===== src/hdl/header_length_xor_deframer_unit_defines.svh =====
// Assertion macros for the deframer top-level RTL file.
`ifndef HEADER_LENGTH_XOR_DEFRAMER_UNIT_DEFINES_SVH
`define HEADER_LENGTH_XOR_DEFRAMER_UNIT_DEFINES_SVH

// Same-cycle implication, checked on clk, idle while in reset.
`define HLXD_ASSERT_NOW(label, ante, cons) \
    label: assert property (@(posedge clk) disable iff (!rst_n) (ante) |-> (cons)) \
        else $error("hlxd same-cycle check failed");

// Next-cycle implication, checked on clk, idle while in reset.
`define HLXD_ASSERT_NEXT(label, ante, cons) \
    label: assert property (@(posedge clk) disable iff (!rst_n) (ante) |=> (cons)) \
        else $error("hlxd next-cycle check failed");

`endif


===== src/hdl/hlxd_pkg.sv =====
// Package: constants and types of the header/length/XOR deframer.
package hlxd_pkg;

    localparam int BYTE_W = 8;

    // Frame marker characters
    localparam logic [BYTE_W-1:0] CH_U     = 8'h55;
    localparam logic [BYTE_W-1:0] CH_N     = 8'h4E;
    localparam logic [BYTE_W-1:0] CH_E     = 8'h45;
    localparam logic [BYTE_W-1:0] CH_R     = 8'h52;
    localparam logic [BYTE_W-1:0] CH_COLON = 8'h3A;

    // XOR of the fixed header and separator bytes
    localparam logic [BYTE_W-1:0] HDR_XOR = CH_U ^ CH_N ^ CH_E ^ CH_R ^ CH_COLON;

    // Parser phases, one-hot
    typedef enum logic [6:0] {
        PH_HUNT     = 7'b0000001,
        PH_WANT_N   = 7'b0000010,
        PH_WANT_E   = 7'b0000100,
        PH_WANT_R   = 7'b0001000,
        PH_TAKE_LEN = 7'b0010000,
        PH_WANT_COL = 7'b0100000,
        PH_PAYLOAD  = 7'b1000000
    } phase_t;

endpackage


===== src/hdl/hlxd_if.sv =====
// Valid/ready channel interfaces for received bytes and frame results.
interface hlxd_rx_if;
    logic                         valid;
    logic                         ready;
    logic [hlxd_pkg::BYTE_W-1:0]  rx_byte;

    modport source (output valid, output rx_byte, input ready);
    modport sink   (input valid, input rx_byte, output ready);
endinterface

interface hlxd_res_if;
    logic                         valid;
    logic                         ready;
    logic [hlxd_pkg::BYTE_W-1:0]  data_byte;
    logic                         frame_end;
    logic                         frame_good;

    modport source (output valid, output data_byte, output frame_end, output frame_good,
                    input ready);
    modport sink   (input valid, input data_byte, input frame_end, input frame_good,
                    output ready);
endinterface


===== src/hdl/header_length_xor_deframer_unit.sv =====
// Header/length/XOR-checksum frame parser, top level.
//
// Usage:
//   rx    : sink channel, one received byte per transfer (valid/ready).
//   frame : source channel, one result per payload byte (frame_end = 0)
//           and one end result per checksum byte (frame_end = 1,
//           frame_good = checksum match). Header, length and ':' bytes,
//           and bytes seen while hunting, give no result.
//   Path: a transferred byte is held in the input register, parsed from
//   there into the result register and offered on the frame channel.
//   Throughput: one byte per cycle while no result-producing byte is held
//   back by frame, set by the single parse step between the two registers.
//   Stall: while a result waits on frame, the next byte still parses if
//   it makes no result; a result-producing byte waits in the input
//   register and rx.ready drops only when that register cannot drain.
//   Reset: parser hunts for 'U', count and checksum cleared, both
//   pipeline registers empty.
module header_length_xor_deframer_unit (
    input  logic              clk,
    input  logic              rst_n,
    hlxd_rx_if.sink           rx,
    hlxd_res_if.source        frame
);

`include "header_length_xor_deframer_unit_defines.svh"

    // Input register
    logic                         in_valid_reg;
    logic [hlxd_pkg::BYTE_W-1:0]  in_byte_reg;

    // Parser state
    hlxd_pkg::phase_t             phase_reg, phase_next;
    logic [hlxd_pkg::BYTE_W-1:0]  bytes_left_reg, bytes_left_next;
    logic [hlxd_pkg::BYTE_W-1:0]  xor_reg, xor_next;

    // Result register
    logic                         out_valid_reg;
    logic [hlxd_pkg::BYTE_W-1:0]  out_byte_reg;
    logic                         out_end_reg;
    logic                         out_good_reg;

    // Parse step outputs
    logic                         res_load;
    logic                         res_end;
    logic                         res_good;
    logic [hlxd_pkg::BYTE_W-1:0]  left_dec;
    hlxd_pkg::phase_t             hunt_phase;
    logic                         out_free;
    logic                         advance;

    // Handshake control
    assign out_free = !out_valid_reg || frame.ready;
    assign advance  = in_valid_reg && (!res_load || out_free);
    assign rx.ready = !in_valid_reg || advance;

    // Parse step
    always_comb
    begin
        phase_next      = phase_reg;
        bytes_left_next = bytes_left_reg;
        xor_next        = xor_reg;
        res_load        = 1'b0;
        res_end         = 1'b0;
        res_good        = 1'b0;
        left_dec        = bytes_left_reg - 8'd1;
        hunt_phase      = (in_byte_reg == hlxd_pkg::CH_U) ? hlxd_pkg::PH_WANT_N
                                                          : hlxd_pkg::PH_HUNT;
        unique case (phase_reg)
            hlxd_pkg::PH_WANT_N:
            begin
                phase_next = (in_byte_reg == hlxd_pkg::CH_N) ? hlxd_pkg::PH_WANT_E
                                                             : hunt_phase;
            end
            hlxd_pkg::PH_WANT_E:
            begin
                phase_next = (in_byte_reg == hlxd_pkg::CH_E) ? hlxd_pkg::PH_WANT_R
                                                             : hunt_phase;
            end
            hlxd_pkg::PH_WANT_R:
            begin
                phase_next = (in_byte_reg == hlxd_pkg::CH_R) ? hlxd_pkg::PH_TAKE_LEN
                                                             : hunt_phase;
            end
            hlxd_pkg::PH_TAKE_LEN:
            begin
                bytes_left_next = in_byte_reg;
                phase_next      = hlxd_pkg::PH_WANT_COL;
            end
            hlxd_pkg::PH_WANT_COL:
            begin
                if (in_byte_reg == hlxd_pkg::CH_COLON)
                begin
                    phase_next = hlxd_pkg::PH_PAYLOAD;
                    xor_next   = hlxd_pkg::HDR_XOR ^ bytes_left_reg;
                end
                else
                begin
                    phase_next = hunt_phase;
                end
            end
            hlxd_pkg::PH_PAYLOAD:
            begin
                // count wraps: a length of zero carries 255 payload bytes
                bytes_left_next = left_dec;
                res_load        = 1'b1;
                if (left_dec != 8'd0)
                begin
                    xor_next = xor_reg ^ in_byte_reg;
                end
                else
                begin
                    phase_next = hlxd_pkg::PH_HUNT;
                    res_end    = 1'b1;
                    res_good   = (xor_reg == in_byte_reg);
                end
            end
            default:
            begin
                phase_next = hunt_phase;
            end
        endcase
    end

    // Input register control
    always_ff @(posedge clk or negedge rst_n)
    begin
        if (!rst_n)
        begin
            in_valid_reg <= 1'b0;
        end
        else if (rx.valid && rx.ready)
        begin
            in_valid_reg <= 1'b1;
        end
        else if (advance)
        begin
            in_valid_reg <= 1'b0;
        end
    end

    // Input register payload
    always_ff @(posedge clk)
    begin
        if (rx.valid && rx.ready)
        begin
            in_byte_reg <= rx.rx_byte;
        end
    end

    // Parser state update
    always_ff @(posedge clk or negedge rst_n)
    begin
        if (!rst_n)
        begin
            phase_reg      <= hlxd_pkg::PH_HUNT;
            bytes_left_reg <= '0;
            xor_reg        <= '0;
        end
        else if (advance)
        begin
            phase_reg      <= phase_next;
            bytes_left_reg <= bytes_left_next;
            xor_reg        <= xor_next;
        end
    end

    // Result register control
    always_ff @(posedge clk or negedge rst_n)
    begin
        if (!rst_n)
        begin
            out_valid_reg <= 1'b0;
        end
        else if (advance && res_load)
        begin
            out_valid_reg <= 1'b1;
        end
        else if (frame.ready)
        begin
            out_valid_reg <= 1'b0;
        end
    end

    // Result register payload
    always_ff @(posedge clk)
    begin
        if (advance && res_load)
        begin
            out_byte_reg <= in_byte_reg;
            out_end_reg  <= res_end;
            out_good_reg <= res_good;
        end
    end

    assign frame.valid      = out_valid_reg;
    assign frame.data_byte  = out_byte_reg;
    assign frame.frame_end  = out_end_reg;
    assign frame.frame_good = out_good_reg;

    // Checks
    `HLXD_ASSERT_NEXT(a_end_returns_hunt,
        advance && res_end, phase_reg == hlxd_pkg::PH_HUNT)
    `HLXD_ASSERT_NOW(a_good_only_on_end,
        out_valid_reg && !out_end_reg, !out_good_reg)
    `HLXD_ASSERT_NEXT(a_result_held_on_stall,
        out_valid_reg && !frame.ready, out_valid_reg && $stable(out_byte_reg))
    `HLXD_ASSERT_NEXT(a_input_held_on_block,
        in_valid_reg && !advance, in_valid_reg && $stable(in_byte_reg))

endmodule


===== src/flat_wrapper.sv =====
// flat-port wrapper written by rule: the top's interface ports become plain ports
module header_length_xor_deframer_unit_flat 
  (clk, rst_n, rx_valid, rx_rx_byte, rx_ready, frame_valid, frame_data_byte, frame_frame_end, frame_frame_good, frame_ready);
  hlxd_rx_if rx_i ();
  hlxd_res_if frame_i ();
  input  logic clk;
  input  logic rst_n;
  input wire logic [$bits(rx_i.valid)-1:0] rx_valid;
  input wire logic [$bits(rx_i.rx_byte)-1:0] rx_rx_byte;
  output wire logic [$bits(rx_i.ready)-1:0] rx_ready;
  output wire logic [$bits(frame_i.valid)-1:0] frame_valid;
  output wire logic [$bits(frame_i.data_byte)-1:0] frame_data_byte;
  output wire logic [$bits(frame_i.frame_end)-1:0] frame_frame_end;
  output wire logic [$bits(frame_i.frame_good)-1:0] frame_frame_good;
  input wire logic [$bits(frame_i.ready)-1:0] frame_ready;
  assign rx_i.valid = rx_valid;
  assign rx_i.rx_byte = rx_rx_byte;
  assign rx_ready = rx_i.ready;
  assign frame_valid = frame_i.valid;
  assign frame_data_byte = frame_i.data_byte;
  assign frame_frame_end = frame_i.frame_end;
  assign frame_frame_good = frame_i.frame_good;
  assign frame_i.ready = frame_ready;
  header_length_xor_deframer_unit u_core (.clk(clk), .rst_n(rst_n), .rx(rx_i), .frame(frame_i));
endmodule

===== config.mk =====
export PLATFORM = sky130hd
export DESIGN_NAME = header_length_xor_deframer_unit_flat
export DESIGN_NICKNAME = d
export VERILOG_FILES = /design/src/hdl/hlxd_pkg.sv /design/src/hdl/hlxd_if.sv /design/src/hdl/header_length_xor_deframer_unit.sv /design/src/flat_wrapper.sv
export VERILOG_INCLUDE_DIRS = /design/src /design/src/hdl
export SDC_FILE = /design/constraint.sdc
export NUM_CORES = 1
export LEC_CHECK = 0
export BUFFER_PORTS_ARGS = -buffer_cell sky130_fd_sc_hd__buf_2
export CORE_MARGIN = 5
export CORE_UTILIZATION = 50
export DETAILED_ROUTE_END_ITERATION = 10
export PLACE_DENSITY = 0.77
export SYNTH_ARGS = -nofsm -noshare
export SYNTH_HDL_FRONTEND = slang
export SYNTH_SLANG_ARGS = --single-unit

===== constraint.sdc =====
create_clock -name clk -period 6.6 [get_ports clk]
set_clock_uncertainty 0.1 [all_clocks]
set_input_delay 0.33 -clock clk [delete_from_list [all_inputs] [get_ports clk]]
set_output_delay 0.33 -clock clk [all_outputs]
set_load 0.01 [all_outputs]

# After elaboration in Yosys (flattened, before gate mapping)
# Cells that the tools add are included.
# totals
register_bits,43
in_bits,12
out_inout_bits,12
elab_cells,63
# classes
addsub,1
eq_ne,15
mux,17
bitwise_logic,3
reduce_logical,18
# ops
op,count
7-bit case mux with 6 select lines,1
7-bit two-way mux,5
8-bit by 7-bit equality test with 1-bit output (second input constant),4
8-bit case mux with 2 select lines,2
8-bit two-way mux,2
8-bit by 6-bit equality test with 1-bit output (second input constant),1
8-bit equality test,1
2-bit nonzero test,4
8-bit nonzero test,1
8-bit by 1-bit subtractor with 8-bit output (second input constant),1
8-bit bitwise XOR,1
7-bit by 2-bit equality test with 1-bit output (second input constant),1
7-bit by 3-bit equality test with 1-bit output (second input constant),1
7-bit by 4-bit equality test with 1-bit output (second input constant),1
7-bit by 5-bit equality test with 1-bit output (second input constant),1
7-bit by 6-bit equality test with 1-bit output (second input constant),1
7-bit equality test (second input constant),1
1-bit two-way mux,6
2-bit by 1-bit != test with 1-bit output (second input constant),2
4-bit NOT,1
2-bit AND reduction,2
4-bit AND reduction,1
1-bit logical AND,3
1-bit logical NOT,3
other kinds (5),7

# Logic depth before layout (Yosys ltp)
# Gate-level depths: netlist of the first run.
# depth
depth_word,8
mapped_depth,7
depth_no_buf,7

# Worst setup path after synthesis of the first run
# No wires, ideal clock.
# synth_timing
kind,flip-flop to flip-flop
startpoint,reg u_core.phase_reg[3]
endpoint,reg u_core.out_byte_reg (netlist bit u_core.frame.data_byte[0]) (enable)
setup_ps,376
arrival_ps,2101
required_time_ps,6124
path_slack_ps,4023
path_stages_with_launch,6
n_path_buf,2
synth_period_minus_slack_ps,2577
path_cell_list,dfrtp_1 > or4_4 > or3_1 > buf_2 > buf_2 > nor2_1
# synth_between
elab_chain_cells,6
# synth_lines
element,line_no,text
start: declaration,header_length_xor_deframer_unit.sv:32,"hlxd_pkg::phase_t phase_reg, phase_next;"
start signal: assignment,header_length_xor_deframer_unit.sv:155,phase_reg <= hlxd_pkg::PH_HUNT;
start signal: assignment,header_length_xor_deframer_unit.sv:161,phase_reg <= phase_next;
7-bit equality test (*),header_length_xor_deframer_unit.sv:68,unique case (phase_reg)
1-bit two-way mux (*),header_length_xor_deframer_unit.sv:68,
1-bit logical NOT,header_length_xor_deframer_unit.sv:53,assign advance = in_valid_reg && (!res_load || out_free);
1-bit logical OR,header_length_xor_deframer_unit.sv:53,
1-bit logical AND,header_length_xor_deframer_unit.sv:53,
1-bit logical AND (*),header_length_xor_deframer_unit.sv:187,if (advance && res_load)
end signal: assignment,header_length_xor_deframer_unit.sv:189,out_byte_reg <= in_byte_reg;
end: declaration,header_length_xor_deframer_unit.sv:38,logic [hlxd_pkg::BYTE_W-1:0] out_byte_reg;
# Mark *: on every way between the ends. The rest lies on a longest branch, timed or not.
# A chain may end at the register's enable or synchronous reset.

# Worst setup path in the final report of the first run
# layout_timing
startpoint,reg u_core.phase_reg[3]
endpoint,out rx_ready
# layout_between
elab_chain_cells,6
# layout_lines
element,line_no,text
7-bit equality test,header_length_xor_deframer_unit.sv:68,
1-bit two-way mux,header_length_xor_deframer_unit.sv:68,
1-bit logical NOT,header_length_xor_deframer_unit.sv:53,
1-bit logical OR,header_length_xor_deframer_unit.sv:53,
1-bit logical AND,header_length_xor_deframer_unit.sv:53,
1-bit logical OR,header_length_xor_deframer_unit.sv:54,assign rx.ready = !in_valid_reg || advance;
end: declaration,flat_wrapper.sv:10,output wire logic [$bits(rx_i.ready)-1:0] rx_ready;
# No other way between the ends.

==> results.py, run 1 <==
metrics = {
    "run_status": {
        "status": "finished, final reports clean",
    },
    "sta": {
        "finalSetupViolCount": 0,
        "worst_slew_pin_slew_ns": 1.119,
        "hold_ws_ns": 0.1029,
        "rsz0062_at_grt": "false",
        "max_freq_mhz": 331.5,
        "tns_ns": 0,
        "slew_viol_final": 0,
        "fin_crit_sh_pct": 45.70,
        "relSlewSlack_pct": 24.81,
        "min_period_ns": 3.016,
        "hold_violations": 0,
    },
    "global_routing": {
        "use_met3_pct": 3.725,
        "top_usage_layer": "met2",
        "use_met1_pct": 25.50,
        "grt_max_degree": 28,
        "grtUsageMet2_pct": 27.98,
        "grt-ovfl-total": 0,
        "gr-usage-all-layers_pct": 17.77,
        "grt_pass1_wl_um": 8873,
        "grt_pass1_vias": 1749,
        "antenna_found_initial": 0,
    },
    "placement": {
        "gp_congestion": 0.8471,
        "dpl.hpwl_um": 3731,
        "portBuffers": 23,
    },
    "clock_tree": {
        "cts_sinks": 43,
        "cts_resized": 0,
        "cts_buffer_depth": 2,
        "numCtsBuffers": 5,
        "cts_tree": "built",
        "clock_latency_ns": 0.30,
        "clockRootBuffer": "clkbuf_8",
        "post_cts_buffers": 0,
        "path_clk_slew_ns": 0.09,
        "htreeDepth": 2,
    },
    "setup_path": {
        "crit_type": "reg -> out",
        "path_max_fanout": 27,
        "arrival_ns": 2.59,
        "critical_path.endpoint_type": "output pin",
        "startpoint_type": "flip-flop",
        "required_ns": 6.17,
    },
    "route": {
        "wl_per_cell_um": 16.52,
        "drt_iter0_markers": 213,
        "ant_nets": 0,
        "via_count": 1917,
        "firstDrtPassIters": 4,
        "vias_per_cell": 6.009,
        "drcViolationCount": 0,
        "wl_um": 5271,
    },
    "synth": {
        "synthTopCellsByArea": "dfrtp_1 25%, edfxtp_1 22%, nor2_1 3.7%, xnor2_1 3.2%, nand4_1 3.1%",
        "syn_avg_cell_area_sq_um": 10.28,
        "seq_area_frac_synth_pct": 47.72,
        "synth_top_area_share_pct": 24.55,
        "yosysWarnings": 0,
        "ys_ff_latch": 43,
        "ys_types": 60,
        "syn_area_sq_um": 2446,
        "ys_top_cells_by_count": "24 x dfrtp_1, 24 x nor2_1, 18 x edfxtp_1",
        "yosys.area.top_type": "dfrtp_1",
        "synth_nets": 252,
        "syn-instance-count": 238,
        "synth_edf_count": 18,
        "synthArstFlopShare_pct": 58.14,
        "synth_ff_type": "dfrtp_1",
    },
    "layout": {
        "fin_util_pct": 56.72,
        "n_antenna_cell": 0,
        "fin_nets": 265,
        "n_fill_cell": 408,
        "drive_gt1_share_pct": 21.03,
        "syn2layout_area_growth_pct": 9.514,
    },
    "die": {
        "io_pins": 24,
        "num_rows": 25,
        "die_h_um": 79.95,
        "die_area_sq_um": 6391,
        "die_w_um": 79.95,
        "start_util_pct": 51.79,
        "coreArea_sq_um": 4723,
    },
    "power": {
        "power.density_nw_per_um2": 201.4,
        "p_int_uw": 415.1,
        "seqPwrFrac_pct": 55.7,
        "combPwrFrac_pct": 5.0,
        "p_clk_share_pct": 39.3,
        "p_leak_uw": 0.0009975,
        "switching_share_pct": 23.07,
        "power.switching_uw": 124.5,
        "irDropWorstVdd_uv": 164.2,
    },
    "min_path": {
        "worstHoldPathType": "in -> reg",
    },
    "flow_run": {
        "maxCapViolCount": 0,
    },
}
==> power groups by stage <==
stage	sequential [uW]	clock (uW)	combinational, uW
floorplan	296	0	25.6
global placement	306	0	26.4
detailed placement	306	0	27.0
CTS	300	215	27.5
global route	303	229	30.4
finish	301	212	27.0
==> cell families after synthesis <==
kind of cell	Yosys count	synth area share [%]
DFF	43	47.72
and+or+nand+nor	102	24.60
adders and majority gates	2	1.023
buffers and inverters	25	4.859
AOI/OAI and AO/OA	54	17.14
xor gates and xnor gates	9	3.223
muxes	3	1.432
==> area by class of cell <==
class                      count  area (sq um)  area share [%]
multi-input combinational    170          1160           43.30
clock inverter                 3         47.55           1.775
timing repair buffer          24         125.1           4.671
inverter                       7         26.28          0.9808
clock buffer                   5         68.82           2.569
tap                           67         83.83           3.129
sequential                    43          1167           43.58
==> metrics by stage <==
step / instances / cell area, sq um / power [uW] / worst slack [ns]
floorplan: 238 / 2446 / 322.0 / 4.023
CTS: 319 / 2679 / 543.0 / 3.583
global placement: 310 / 2552 / 332.0 / 3.757
finish: 319 / 2679 / 539.6 / 3.584
global route: 319 / 2679 / 562.1 / 3.375
detailed placement: 310 / 2552 / 332.7 / 3.688
==> metal layers <==
layer | share of wire (%) | wire (um) | vias to the layer above
li1 | - | - | 929
met2 | 47 | 2461 | 54
met3 | 6.6 | 348 | 4
met1 | 46 | 2424 | 930
met4 | 0.70 | 37 | 0
met5 | 0 | 0 | -
==> worst paths after layout <==
kind,start,endpoint,slack [ns],cells past startpoint
min in group asynchronous,rst_n,u_core.bytes_left_reg[1],0.45,2
min,rx_rx_byte[1],u_core.in_byte_reg[1],0.10,1
max,u_core.phase_reg[3],rx_ready,3.58,4
max in group asynchronous,rst_n,u_core.phase_reg[0],5.57,2
min reg2reg,u_core.xor_reg[2],u_core.xor_reg[2],0.47,1
max reg2reg,u_core.phase_reg[3],u_core.frame.data_byte[1],3.67,3
==> layout by cell type (no fill, tap or decap), types with 2 or more instances in the layout <==
master / n
a21oi_1: 10
a31oi_1: 4
and3_1: 7
buf_2: 23
clkbuf_8: 5
dfrtp_1: 24
edfxtp_1: 18
ha_1: 2
inv_1: 7
mux2i_1: 2
nand2_1: 9
nand2b_1: 3
nand3_1: 8
nand4_1: 12
nor2_1: 24
nor2b_1: 6
nor3_1: 7
nor3b_1: 2
nor4_1: 4
nor4b_1: 2
o211ai_1: 2
o21ai_0: 8
o21ai_1: 2
o22ai_1: 2
o2bb2ai_1: 4
o31ai_1: 4
o32a_2: 6
or3_1: 3
or4bb_1: 2
xnor2_1: 9
==> critical path: stages, from the launching register on <==
cell and delay [ns]:
dfrtp_1 0.45, or4_4 0.57, nor3_4 0.80, nand3_1 0.26, buf_2 0.21
==> repair_timing <==
action / in CTS / in global routing
hold endpoints to repair: 24 / 0
hold buffers: 1 / 0
endpoints found under the setup margin: 0 / 0
Power figures use the tool's default switching activity.
==> run 2, diff against run 1 <==
Settings changed: PLACE_DENSITY 0.77 to 0.8.
Clock period 6.6 ns to 2.6 ns, I/O delays scaled along.
==> results.py, run 2 (same netlist as run 1, synthesis figures left out) <==
metrics = {
    "clock_tree": {
        "cts_sinks": 43,
        "numCtsBuffers": 5,
        "clockRootBuffer": "clkbuf_8",
        "cts_buffer_depth": 2,
        "clock_latency_ns": 0.31,
        "htreeDepth": 2,
        "path_clk_slew_ns": 0.08,
        "cts_tree": "built",
    },
    "route": {
        "vias_per_cell": 5.952,
        "wl_um": 6347,
        "firstDrtPassIters": 4,
        "via_count": 2089,
        "drt_iter0_markers": 237,
        "ant_nets": 0,
        "wl_per_cell_um": 18.08,
        "drcViolationCount": 0,
    },
    "run_status": {
        "status": "finished, final reports clean",
    },
    "setup_path": {
        "regToRegStartpoint": "u_core.bytes_left_reg[0]",
        "critical_path.endpoint_type": "flip-flop",
        "crit_type": "reg -> reg",
        "r2r-end": "u_core.xor_reg[0]",
        "ff2ff_path_depth": 7,
        "startpoint_type": "flip-flop",
        "arrival_ns": 2.68,
        "path_max_fanout": 8,
        "r2r_slack_ns": 0.08,
        "required_ns": 2.75,
    },
    "power": {
        "power.density_nw_per_um2": 464.2,
        "irDropWorstVdd_uv": 474.5,
        "p_leak_uw": 0.001154,
    },
    "global_routing": {
        "grt_pass1_vias": 2058,
        "grt_pass1_wl_um": 10540,
        "gr-usage-all-layers_pct": 21.48,
        "antenna_found_initial": 0,
        "grt-ovfl-total": 0,
        "grt_max_degree": 26,
    },
    "sta": {
        "rsz0062_at_grt": "false",
        "slew_viol_final": 0,
        "hold_ws_ns": 0.2048,
        "hold_violations": 0,
        "min_period_ns": 2.524,
        "worst_slew_pin_slew_ns": 0.6044,
        "fin_crit_sh_pct": 97.07,
        "finalSetupViolCount": 0,
        "tns_ns": 0,
        "relSlewSlack_pct": 59.14,
        "max_freq_mhz": 396.2,
    },
    "die": {
        "start_util_pct": 51.79,
        "die_area_sq_um": 6391,
        "num_rows": 25,
        "coreArea_sq_um": 4723,
        "die_h_um": 79.95,
        "die_w_um": 79.95,
        "io_pins": 24,
    },
    "layout": {
        "n_antenna_cell": 0,
        "fin_nets": 297,
        "syn2layout_area_growth_pct": 21.84,
        "final-seq-area_sq_um": 1167,
        "drive_gt1_share_pct": 27.46,
        "n_fill_cell": 380,
        "multi_input_area_sq_um": 1195,
        "mostFrequentLayoutCells": "24 x nor2_1, 24 x dfrtp_1, 23 x buf_2, 22 x buf_4, 18 x edfxtp_1",
    },
    "min_path": {
        "whs_endpoint": "u_core.in_valid_reg",
        "hold_depth": 4,
        "worstHoldPathType": "in -> reg",
        "hold_start": "frame_ready",
    },
    "placement": {
        "dpl.hpwl_um": 4250,
        "portBuffers": 23,
        "gp_congestion": 0.9416,
    },
    "flow_run": {
        "maxCapViolCount": 0,
    },
}
==> run 2: changes by cell type in the layout (fill, tap and decap cells not counted), moves of 2 or more <==
cell           delta
dlygate4sd3_1     +9
buf_4            +22
inv_2             +2
inv_1             -2
==> run 2: repair_timing <==
action / in CTS / in global routing
setup endpoints to repair: 0 / 10
buffers inserted: 0 / 4
hold endpoints to repair: 33 / 0
resized for setup: 0 / 6
hold buffers: 10 / 0
==> run 2: worst max-delay path: stages (launching register included) <==
cell     delay, ns
dfrtp_1       0.41
inv_2         0.10
ha_4          0.13
or3b_4        0.39
o31a_1        0.37
or3_4         0.43
a31oi_4       0.32
o32a_4        0.23
==> run 2: worst max path at each step <==
stage,from,endpoint,slack (ns),depth (start not counted)
floorplan,u_core.phase_reg[3],u_core.frame.data_byte[0],0.02,5
global placement,u_core.bytes_left_reg[1],u_core.xor_reg[2],0.15,7
detailed placement,u_core.bytes_left_reg[1],u_core.phase_reg[2],0.1,7
CTS,u_core.bytes_left_reg[1],u_core.xor_reg[5],0.08,7
global route,u_core.bytes_left_reg[0],u_core.xor_reg[0],0.005,7
finish,u_core.bytes_left_reg[0],u_core.xor_reg[0],0.08,7
==> run 2: power by group <==
part / internal (uW) / total (uW) / switching (uW)
sequential: 725 / 748 / 22.7
combinational: 60.4 / 119 / 58.5
clock: 281 / 516 / 235
==> run 2: final cells by class <==
| type | count | share of cell area, % |
|---|---|---|
| Tap cell | 67 | 2.813 |
| Sequential cell | 43 | 39.17 |
| Inverter | 7 | 0.8816 |
| Timing Repair Buffer | 56 | 13.43 |
| Multi-Input combinational cell | 170 | 40.09 |
| Clock inverter | 3 | 1.301 |
| Clock buffer | 5 | 2.309 |
==> run 2: per-layer routing <==
layer | vias to the layer above | track usage (%) | part of all wire [%]
met5 | - | 0 | 0
met4 | 0 | 8.277 | 2.1
met3 | 13 | 4.402 | 6.3
met2 | 82 | 33.86 | 49
met1 | 1001 | 28.90 | 42
li1 | 993 | - | -
==> run 2: through the flow <==
step                      instance area [sq um]  util (%)  setup slack, ns  total power, uW  cells
final                                      2980     63.10          0.07631             1384    351
after global routing                       2980     63.10         0.004500             1450    351
after CTS                                  2915     61.72          0.07936             1383    347
after detailed placement                   2708     57.32          0.09888            859.0    329
after global placement                     2708     57.32           0.1479            856.4    329
after floorplan                            2446         -          0.02325            817.3    238
==> run 3, diff against run 2 <==
Settings changed: MAX_ROUTING_LAYER set to met4, PLACE_DENSITY 0.8 to 0.77, RECOVER_POWER set to 100.
Clock period 2.6 ns to 2.8 ns, I/O delays scaled along.
==> results.py, run 3 (same netlist as run 1, synthesis figures left out) <==
metrics = {
    "route": {
        "drt_iter0_markers": 205,
        "wl_um": 5910,
        "vias_per_cell": 5.944,
        "wl_per_cell_um": 17.43,
        "wl_met2_um": 2905,
        "via_count": 2015,
        "wl_met1_um": 2570,
        "routed-wl-met3_um": 297,
        "drcViolationCount": 0,
        "firstDrtPassIters": 4,
        "ant_nets": 0,
        "top_layer_used": "met4",
    },
    "power": {
        "seqPwrFrac_pct": 58.1,
        "irDropWorstVdd_uv": 419.9,
        "p_int_uw": 902.5,
        "p_leak_uw": 0.001023,
        "p_clk_share_pct": 34.8,
        "power.density_nw_per_um2": 435.4,
        "combPwrFrac_pct": 7.1,
        "power.switching_uw": 305.4,
        "switching_share_pct": 25.28,
    },
    "global_routing": {
        "grt_pass1_wl_um": 10010,
        "grt_max_degree": 26,
        "grt-ovfl-total": 0,
        "gr-usage-all-layers_pct": 20.88,
        "grt_pass1_vias": 1986,
        "antenna_found_initial": 0,
    },
    "clock_tree": {
        "htreeDepth": 2,
        "cts_sinks": 43,
        "clockRootBuffer": "clkbuf_8",
        "cts_buffer_depth": 2,
        "cts_tree": "built",
        "path_clk_slew_ns": 0.09,
        "numCtsBuffers": 5,
        "clock_latency_ns": 0.30,
        "post_cts_buffers": 0,
    },
    "layout": {
        "final-seq-area_sq_um": 1167,
        "postLayoutCellArea_sq_um": 2774,
        "fin_nets": 285,
        "mostFrequentLayoutCells": "24 x nor2_1, 24 x dfrtp_1, 18 x edfxtp_1, 17 x clkbuf_1, 12 x nand4_1",
        "drive_gt1_share_pct": 15.81,
        "syn2layout_area_growth_pct": 13.40,
        "n_antenna_cell": 0,
        "n_fill_cell": 415,
        "multi_input_area_sq_um": 1135,
    },
    "min_path": {
        "worstHoldPathType": "in -> reg",
    },
    "placement": {
        "portBuffers": 23,
        "place_area_sq_um": 2635,
        "gp_congestion": 0.8962,
        "dpl.hpwl_um": 4142,
    },
    "run_status": {
        "status": "finished, final reports clean",
    },
    "setup_path": {
        "path_max_fanout": 8,
        "slowest_delay_ns": 0.45,
        "required_ns": 2.93,
        "cpMaxStageDelayCell": "or3_4",
        "critical_path.top_delay_family": "simple AND/OR/NAND/NOR gates",
        "crit_type": "reg -> reg",
        "cp_cell_sequence": "inv_1 > ha_1 > or3b_4 > o31a_1 > or3_4 > a31oi_4 > a2bb2oi_1",
        "critPathBufInv": 1,
        "startpoint_type": "flip-flop",
        "critical_path.endpoint_type": "flip-flop",
        "arrival_ns": 2.78,
    },
    "flow_run": {
        "maxCapViolCount": 0,
    },
    "die": {
        "die_w_um": 79.95,
        "start_util_pct": 51.79,
        "die_h_um": 79.95,
        "num_rows": 25,
        "coreArea_sq_um": 4723,
        "die_area_sq_um": 6391,
        "io_pins": 24,
    },
    "sta": {
        "relSlewSlack_pct": 7.012,
        "rsz0062_at_grt": "false",
        "fin_crit_sh_pct": 94.61,
        "worst_slew_pin_slew_ns": 1.395,
        "slew_viol_final": 0,
        "hold_violations": 0,
        "min_period_ns": 2.649,
        "tns_ns": 0,
        "max_freq_mhz": 377.5,
        "finalSetupViolCount": 0,
    },
}
[run 3: cell types whose count changed in the layout (fill, tap and decap cells not counted), moves of 2 or more]
cell,change
inv_6,+3
buf_4,-15
inv_2,-2
clkbuf_1,+17
inv_1,+2
buf_2,-13
[run 3: what timing repair did]
item / 4_1_cts / 5_1_grt
endpoints found under the setup margin: 0 / 0
gates resized for setup: 0 / 0
endpoints found under the hold margin: 33 / 0
hold buffers: 10 / 0
[run 3: area by class of cell]
type,instances,area share [%]
well taps,67,3.022
flip-flops and latches,43,42.08
clock buffers,5,2.481
inverters,7,0.9472
clock inverters,3,0.9472
multi-input cells,170,40.91
repair buffers,44,9.608
[run 3: metrics by stage]
step	setup WS [ns]	util [%]	total power (uW)	hold WS (ns)	cells
after floorplan	0.2233	-	758.9	-0.2556	238
after global placement	0.2631	55.79	789.5	0.06852	321
after detailed placement	0.2018	55.79	792.0	0.07476	321
after CTS	0.1820	59.92	1220	0.1664	339
after global routing	0.04186	58.73	1261	0.1978	339
final	0.1508	58.73	1208	0.1809	339
[run 3: layer usage]
metal | vias up | global-route usage (%)
met5 | - | -
met1 | 964 | 26.73
li1 | 967 | -
met4 | 0 | 9.459
met3 | 13 | 3.725
met2 | 71 | 32.28
[run 3: path summary, 6_finish.rpt]
path                                          start                  endpoint  slack (ns)  cells after the start
setup / recovery           u_core.bytes_left_reg[0]         u_core.xor_reg[1]        0.15                      7
max in group asynchronous                     rst_n       u_core.phase_reg[2]        1.20                      2
hold reg to reg                 u_core.phase_reg[0]       u_core.phase_reg[0]        0.46                      2
setup reg to reg           u_core.bytes_left_reg[0]         u_core.xor_reg[1]        0.15                      7
hold / removal                          frame_ready       u_core.in_valid_reg        0.18                      4
min in group asynchronous                     rst_n  u_core.bytes_left_reg[1]        0.58                      2
[run 3: power by group through the flow]
stage                     clock, uW  combinational [uW]  sequential, uW
final                           420                85.5             702
after global routing            461                95.8             705
after CTS                       430                88.7             701
after detailed placement          0                77.7             714
after global placement            0                76.1             713
after floorplan                   0                60.4             699
[run 3: tightest hold or removal path, delay by kind of cell]
family | cells | cell delay [ns]
buffers and inverters | 1 | 0.08
and+or+nand+nor | 3 | 0.32
